`src/hdl/bqd_pkg.sv`:
```
// Package for the biquad filter: constants, register indexes and the microprogram.
package bqd_pkg;

  localparam int SAMPLE_BITS_DEF    = 24;
  localparam int COEF_FRAC_BITS_DEF = 28;
  localparam int COEF_W             = 32;
  localparam int STATE_W            = 32;
  localparam int CFG_IDX_W          = 3;

  typedef enum logic [CFG_IDX_W-1:0] {
    REG_B0 = 3'd0,
    REG_B1 = 3'd1,
    REG_B2 = 3'd2,
    REG_A1 = 3'd3,
    REG_A2 = 3'd4
  } cfg_reg_t;

  typedef enum logic [2:0] {
    MA_A1,
    MA_A2,
    MA_B0,
    MA_B1,
    MA_B2
  } mul_a_sel_t;

  typedef enum logic [1:0] {
    MB_W1,
    MB_W2,
    MB_D
  } mul_b_sel_t;

  typedef enum logic [2:0] {
    ACC_LOAD_X,
    ACC_SUB,
    ACC_SUB_SAT_D,
    ACC_LOAD_P,
    ACC_ADD,
    ACC_ADD_OUT
  } acc_op_t;

  typedef enum logic [1:0] {
    SEQ_NEXT,
    SEQ_WAIT_IN,
    SEQ_WAIT_OUT_JUMP
  } seq_cond_t;

  localparam int UCODE_DEPTH = 6;
  localparam int STEP_W      = $clog2(UCODE_DEPTH);

  typedef struct packed {
    mul_a_sel_t        mul_a;
    mul_b_sel_t        mul_b;
    acc_op_t           acc_op;
    seq_cond_t         cond;
    logic [STEP_W-1:0] target;
  } ctrl_word_t;

  // One word per step. The multiplier result lands a step later, so each word
  // after the first uses the product that the previous word started.
  localparam ctrl_word_t UCODE [0:UCODE_DEPTH-1] = '{
    '{MA_A1, MB_W1, ACC_LOAD_X,    SEQ_WAIT_IN,       STEP_W'(0)},
    '{MA_A2, MB_W2, ACC_SUB,       SEQ_NEXT,          STEP_W'(0)},
    '{MA_B1, MB_W1, ACC_SUB_SAT_D, SEQ_NEXT,          STEP_W'(0)},
    '{MA_B0, MB_D,  ACC_LOAD_P,    SEQ_NEXT,          STEP_W'(0)},
    '{MA_B2, MB_W2, ACC_ADD,       SEQ_NEXT,          STEP_W'(0)},
    '{MA_A1, MB_W1, ACC_ADD_OUT,   SEQ_WAIT_OUT_JUMP, STEP_W'(0)}
  };

endpackage

```
`src/hdl/biquad_df2_filter.sv`:
```
// Biquad direct form II filter built on one shared multiply-accumulate.
// A six-word microprogram steps one 32x32 multiplier and one accumulator
// through the five coefficient products of each accepted sample until its
// result sits in the output register, and the next sample is taken in the
// step that follows. A result that is not yet taken holds the sequencer only
// in its final step; a new sample is not taken until the previous one is
// through. The delay words are saturated to 32 bits, the output to the sample
// width; products are truncated toward minus infinity before they are summed.
module biquad_df2_filter
  import bqd_pkg::*;
#(
  parameter int SAMPLE_BITS    = SAMPLE_BITS_DEF,
  parameter int COEF_FRAC_BITS = COEF_FRAC_BITS_DEF
) (
  input  logic                          clk,
  input  logic                          rst_n,
  input  logic                          in_valid,
  output logic                          in_ready,
  input  logic signed [SAMPLE_BITS-1:0] in_sample_in,
  output logic                          out_valid,
  input  logic                          out_ready,
  output logic signed [SAMPLE_BITS-1:0] out_sample_out,
  input  logic                          cfg_valid,
  output logic                          cfg_ready,
  input  logic [CFG_IDX_W-1:0]          cfg_index,
  input  logic [COEF_W-1:0]             cfg_data
);

  localparam int PROD_W = COEF_W + STATE_W;
  localparam int PSH_W  = PROD_W - COEF_FRAC_BITS;
  localparam int ACC_W  = PSH_W + 2;
  localparam logic signed [COEF_W-1:0] COEF_ONE = COEF_W'(1) << COEF_FRAC_BITS;

  logic signed [COEF_W-1:0]      b0_r, b1_r, b2_r, a1_r, a2_r;
  logic signed [STATE_W-1:0]     w1_r, w2_r, d_r;
  logic signed [STATE_W-1:0]     d_nxt;
  logic signed [PROD_W-1:0]      prod_r, prod_nxt;
  logic signed [ACC_W-1:0]       acc_r, acc_nxt;
  logic [STEP_W-1:0]             step_r, step_nxt;
  logic                          out_valid_r, out_valid_nxt;
  logic signed [SAMPLE_BITS-1:0] out_sample_r, y_sat;

  ctrl_word_t                    ctrl;
  logic                          go;
  logic signed [COEF_W-1:0]      mul_a;
  logic signed [STATE_W-1:0]     mul_b;
  logic signed [PSH_W-1:0]       psh_raw;
  logic signed [ACC_W-1:0]       psh, sub_sum, add_sum;
  logic [ACC_W-STATE_W:0]        d_top;
  logic [ACC_W-SAMPLE_BITS:0]    y_top;

  assign ctrl = UCODE[step_r];

  // The current step may execute only when its wait condition is met.
  always_comb begin
    unique case (ctrl.cond)
      SEQ_WAIT_IN:       go = in_valid;
      SEQ_WAIT_OUT_JUMP: go = !out_valid_r || out_ready;
      default:           go = 1'b1;
    endcase
  end

  always_comb begin
    step_nxt = step_r;
    if (go) begin
      if (ctrl.cond == SEQ_WAIT_OUT_JUMP) begin
        step_nxt = ctrl.target;
      end else begin
        step_nxt = step_r + STEP_W'(1);
      end
    end
  end

  assign in_ready  = (ctrl.cond == SEQ_WAIT_IN);
  assign cfg_ready = 1'b1;

  always_comb begin
    unique case (ctrl.mul_a)
      MA_A1:   mul_a = a1_r;
      MA_A2:   mul_a = a2_r;
      MA_B0:   mul_a = b0_r;
      MA_B1:   mul_a = b1_r;
      MA_B2:   mul_a = b2_r;
      default: mul_a = a1_r;
    endcase
  end

  always_comb begin
    unique case (ctrl.mul_b)
      MB_W1:   mul_b = w1_r;
      MB_W2:   mul_b = w2_r;
      MB_D:    mul_b = d_r;
      default: mul_b = w1_r;
    endcase
  end

  assign prod_nxt = mul_a * mul_b;

  // Arithmetic shift of the registered product rounds toward minus infinity.
  assign psh_raw = prod_r[PROD_W-1:COEF_FRAC_BITS];
  assign psh     = ACC_W'(psh_raw);
  assign sub_sum = acc_r - psh;
  assign add_sum = acc_r + psh;

  assign d_top = sub_sum[ACC_W-1:STATE_W-1];
  assign y_top = add_sum[ACC_W-1:SAMPLE_BITS-1];

  always_comb begin
    if ((&d_top) || !(|d_top)) begin
      d_nxt = sub_sum[STATE_W-1:0];
    end else if (sub_sum[ACC_W-1]) begin
      d_nxt = {1'b1, {(STATE_W-1){1'b0}}};
    end else begin
      d_nxt = {1'b0, {(STATE_W-1){1'b1}}};
    end
  end

  always_comb begin
    if ((&y_top) || !(|y_top)) begin
      y_sat = add_sum[SAMPLE_BITS-1:0];
    end else if (add_sum[ACC_W-1]) begin
      y_sat = {1'b1, {(SAMPLE_BITS-1){1'b0}}};
    end else begin
      y_sat = {1'b0, {(SAMPLE_BITS-1){1'b1}}};
    end
  end

  always_comb begin
    unique case (ctrl.acc_op)
      ACC_LOAD_X: acc_nxt = ACC_W'(in_sample_in);
      ACC_SUB:    acc_nxt = sub_sum;
      ACC_LOAD_P: acc_nxt = psh;
      ACC_ADD:    acc_nxt = add_sum;
      default:    acc_nxt = acc_r;
    endcase
  end

  always_comb begin
    out_valid_nxt = out_valid_r;
    if (go && ctrl.acc_op == ACC_ADD_OUT) begin
      out_valid_nxt = 1'b1;
    end else if (out_ready) begin
      out_valid_nxt = 1'b0;
    end
  end

  always_ff @(posedge clk) begin
    if (!rst_n) begin
      step_r      <= '0;
      out_valid_r <= 1'b0;
      w1_r        <= '0;
      w2_r        <= '0;
    end else begin
      step_r      <= step_nxt;
      out_valid_r <= out_valid_nxt;
      if (go && ctrl.acc_op == ACC_ADD_OUT) begin
        w2_r <= w1_r;
        w1_r <= d_r;
      end
    end
  end

  always_ff @(posedge clk) begin
    if (go) begin
      prod_r <= prod_nxt;
      acc_r  <= acc_nxt;
      if (ctrl.acc_op == ACC_SUB_SAT_D) begin
        d_r <= d_nxt;
      end
      if (ctrl.acc_op == ACC_ADD_OUT) begin
        out_sample_r <= y_sat;
      end
    end
  end

  always_ff @(posedge clk) begin
    if (!rst_n) begin
      b0_r <= COEF_ONE;
      b1_r <= '0;
      b2_r <= '0;
      a1_r <= '0;
      a2_r <= '0;
    end else if (cfg_valid) begin
      unique case (cfg_index)
        REG_B0:  b0_r <= cfg_data;
        REG_B1:  b1_r <= cfg_data;
        REG_B2:  b2_r <= cfg_data;
        REG_A1:  a1_r <= cfg_data;
        REG_A2:  a2_r <= cfg_data;
        default: ;
      endcase
    end
  end

  assign out_valid      = out_valid_r;
  assign out_sample_out = out_sample_r;

endmodule

```
`config.mk`:
```
export PLATFORM = sky130hd
export DESIGN_NAME = biquad_df2_filter
export DESIGN_NICKNAME = d
export VERILOG_FILES = /design/src/hdl/bqd_pkg.sv /design/src/hdl/biquad_df2_filter.sv
export SDC_FILE = /design/constraint.sdc
export NUM_CORES = 2
export LEC_CHECK = 0
export ABC_AREA = 1
export BUFFER_PORTS_ARGS = -buffer_cell sky130_fd_sc_hd__buf_2
export CAP_MARGIN = 30
export CORE_MARGIN = 5
export CORE_UTILIZATION = 55
export CTS_BUF_LIST = sky130_fd_sc_hd__clkbuf_4 sky130_fd_sc_hd__clkbuf_8
export DETAILED_ROUTE_END_ITERATION = 10
export PLACE_DENSITY = 0.74
export SLEW_MARGIN = 10
export SYNTH_ARGS = -nofsm -noshare
export SYNTH_HDL_FRONTEND = slang
export SYNTH_SLANG_ARGS = --single-unit
```
`constraint.sdc`:
```
create_clock -name clk -period 8.8 [get_ports clk]
set_input_delay 1.76 -clock clk [delete_from_list [all_inputs] [get_ports clk]]
set_output_delay 1.76 -clock clk [all_outputs]
set_load 0.02 [all_outputs]
```
==> parameters.txt <==
Parameter                              Value

Outcome
  Run status    finished, final reports clean

Synthesis
  Number of enable flip-flop cells after synthesis    130
  Netlist cell types    54
  Synthesized area per cell    7.98 µm²
  Top_reg_cell synth    sky130_fd_sc_hd__dfxtp_1
  Fraction of registers with async set/reset    0%
  Netlist area before placement    0.0563 mm²
  Number of instances in the synthesized netlist    7061
  Warnings from Yosys    0
  Sequential element share of the synthesized area    15.0%
  Net count after synthesis    8468
  Count of state elements after synthesis    358

Timing
  Worst-Margin Slew    between 900 and 1000 ps
  Final setup slack of the worst path    184 ps
  Unrepaired setup endpoints after global routing    yes
  Share of the clock period used by the worst path    97.9%
  Final count of negative-setup-slack endpoints    0
  Number of hold violations in the final report    0
  Slew Limit Fails    0
  Setup Skew    approximately 42 ps
  Final critical delay including setup and external delays    roughly 8600 ps
  Max Fclk    116 MHz
  Worst relative slew slack    35.8%

Final layout
  Layout Nets    8750
  Synth-to-Final Area Change    12.9%
  Layout cell share with drive strength beyond 1    12.6%

Routing
  Avg WL per Cell    22.3 µm
  Count of nets left with antenna violations after detail routing    0
  Total wire length after detailed routing    195 mm
  Vias after detailed routing    about 50000
  Number of optimization iterations in the first detailed-route pass    7
  DRC viols    0
  Initial DRC Count    5183
  Avg Vias per Cell    around 5.7

Die
  Initial cell density of the core    between 50% and 60%
  I/O pin count    91
  Chip Width    330 µm
  Die outline area    0.109 mm²
  Y dimension of the die    330 µm
  Count of standard-cell rows    117
  Core footprint    0.102 mm²

Setup path
  Required time worst endpoint    9280 ps
  Critical path capture point type    register
  Worst R2R Setup Slack    180 ps
  Data arrival time at the worst-slack endpoint    9100 ps
  Critical path type    register to register
  Max stage delay on crit path    580 ps
  Startpoint kind of the worst setup timing path    register
  Library cell appearing most often on the critical path    sky130_fd_sc_hd__fa_1
  Startpoint of the worst-slack reg-to-reg timing path    step_r[2]
  Critical R2R Capture    prod_r[55]
  Slowest stage cell on the critical path    sky130_fd_sc_hd__fa_1
  Maximum fanout count along the critical path    32
  Worst Reg2Reg Path Length in Cells    30

Global routing
  Initial antenna violation count    5
  Via count of the first global-routing pass    50900
  Wire length of the first global-routing pass    ~300 mm
  Global route total overflow    0
  Pin count of the biggest net entering global routing    between 100 and 150
  GRT Overall Usage    35.6%

Clock tree
  Clock transition time at the flip-flop clock pins of the worst setup and hold paths    around 60 ps
  Clock sink total    roughly 360
  TritonCTS Buffers    54
  Depth of the CTS H-tree    2
  # hold bufs at CTS    0
  Bufs on Longest Clock Path    3
  Clock latency at the later pin of the worst-skew pair    690 ps
  Clock tree from TritonCTS    built
  Master cell of the clock root buffer    sky130_fd_sc_hd__clkbuf_8

Placement
  Worst slack at placement    -85.5 ps
  Buffers on Ports    89
  Final weighted congestion of routability-driven global placement    1.03
  Dpl hpwl    159 mm

Run
  # Max-Cap Violations    0

Worst hold path
  Worst min-delay path startpoint    a1_r[25]
  Hold worst-path end    a1_r[25]
  Number of cells traversed by the worst hold path    2
  Path category of the worst min-delay check    register to register
[worst max-delay path: cells and delay by family, from the launching register on]
kind,cells,cell delay (ps)
and+or+nand+nor,5,520
AOI/OAI and AO/OA,6,1260
xor gates and xnor gates,1,210
adders and majority gates,11,4910
DFF,1,460
buffers and inverters,7,1040
[cell usage in the layout, fill, tap and decap left out, types with 17 or more instances in the layout]
cell type / n
sky130_fd_sc_hd__ha_1: 240
sky130_fd_sc_hd__a221o_1: 27
sky130_fd_sc_hd__nor2_1: 1115
sky130_fd_sc_hd__xnor2_1: 17
sky130_fd_sc_hd__edfxtp_1: 130
sky130_fd_sc_hd__a21oi_2: 27
sky130_fd_sc_hd__fa_2: 20
sky130_fd_sc_hd__buf_12: 69
sky130_fd_sc_hd__nand2_1: 1358
sky130_fd_sc_hd__clkbuf_8: 58
sky130_fd_sc_hd__clkinv_1: 23
sky130_fd_sc_hd__dfxtp_1: 227
sky130_fd_sc_hd__o21ai_2: 39
sky130_fd_sc_hd__nand4_1: 64
sky130_fd_sc_hd__inv_2: 52
sky130_fd_sc_hd__buf_2: 89
sky130_fd_sc_hd__o2111ai_1: 28
sky130_fd_sc_hd__a21oi_1: 229
sky130_fd_sc_hd__inv_1: 1320
sky130_fd_sc_hd__nand3_1: 97
sky130_fd_sc_hd__buf_4: 333
sky130_fd_sc_hd__fa_1: 1063
sky130_fd_sc_hd__o21ai_0: 323
sky130_fd_sc_hd__nand2_2: 21
sky130_fd_sc_hd__o21ai_1: 43
sky130_fd_sc_hd__buf_6: 26
sky130_fd_sc_hd__xor2_1: 73
sky130_fd_sc_hd__nor2_2: 49
[synth_stat cells (all sizes together) (2+ instances only)]
cell / count / area share, %
o2111ai: 28 / 0.44
nand3b: 2 / 0.027
or2: 3 / 0.033
ha: 260 / 5.8
clkinv: 13 / 0.087
clkbuf: 219 / 1.5
a21o: 7 / 0.093
o21bai: 20 / 0.33
nand4: 64 / 0.71
o211ai: 2 / 0.027
nor3: 29 / 0.36
dfxtp: 228 / 8.1
and3: 5 / 0.056
o21a: 6 / 0.080
inv: 1381 / 9.2
o21ai: 418 / 3.8
nand3: 113 / 1.1
nor4: 9 / 0.11
edfxtp: 130 / 6.9
nor2: 1171 / 8.0
a22oi: 6 / 0.080
nand2: 1379 / 9.2
a211oi: 5 / 0.067
o22ai: 3 / 0.033
a31oi: 9 / 0.10
fa: 1083 / 38
a21oi: 257 / 2.3
xnor2: 17 / 0.26
xor2: 73 / 1.1
a22o: 3 / 0.047
buf: 85 / 0.93
a221o: 27 / 0.48
[what timing repair did]
action | CTS | global route
cloned | 0 | 6
resized for setup | 13 | 218
pin swaps | 0 | 10
setup buffers | 0 | 34
endpoints found under the setup margin | 18 | 35
[stage by stage]
step / std cells / util [%] / hold WS, ps / area [µm²] / TNS (ps)
detailed placement: 8615 / 60.1 / 437 / 61100 / -335
finish: 8760 / 62.5 / 446 / 63600 / 0
CTS: 8716 / 61.3 / 447 / 62400 / 0
global route: 8759 / 62.5 / 471 / 63600 / -445
global placement: 8612 / 60.0 / 434 / 61100 / -185
floorplan: 7061 / - / 420 / 56300 / 0
[flip-flops by register name, indices dropped and copies added (netlist names)]
register	flops
a1_r	32
w1_r	32
out_valid	1
b2_r	32
prod_r	36
out_sample_out	24
b1_r	32
b0_r	32
acc_r	38
step_r	3
a2_r	32
d_r	32
w2_r	32
[routing by layer]
metal | GRT usage [%] | up-vias | wire (µm)
met5 | 0 | - | 13
met4 | 16.5 | 2 | 11700
met3 | 7.00 | 557 | 20800
met2 | 56.9 | 2768 | 88500
met1 | 47.2 | 24400 | 74200
li1 | - | 21800 | -
[final cells by class]
cell class,instances,area [µm²]
well taps,1368,1710
repair buffers,530,4910
clock buffers,72,903
flip-flops and latches,358,8470
clock inverters,29,255
multi-input cells,5005,42100
fillers,8857,38200
diodes,4,10.0
inverters,1394,5270
[worst max-delay path by stage]
stage               cells past startpoint  startpoint          to
floorplan                              35   step_r[1]  prod_r[60]
global placement                       30   step_r[1]  prod_r[45]
detailed placement                     30   step_r[1]  prod_r[45]
CTS                                    32   step_r[0]  prod_r[45]
global route                           38   step_r[1]  prod_r[52]
finish                                 30   step_r[2]  prod_r[55]
[cells by family (layout without fill, tap and decap cells)]
group / count (synthesis) / in the layout / synth area share (%)
and+or+nand+nor: 2777 / 2777 / 19.7
buffers and inverters: 1698 / 2025 / 11.7
adders and majority gates: 1343 / 1343 / 44.3
AOI/OAI and AO/OA: 794 / 794 / 7.96
DFF: 358 / 358 / 15.0
xor gates and xnor gates: 90 / 90 / 1.40
other: 1 / 5 / 0.00666
Power is not shown: default switching activity piles up to over one toggle a cycle in this logic, so the estimate is an artifact.
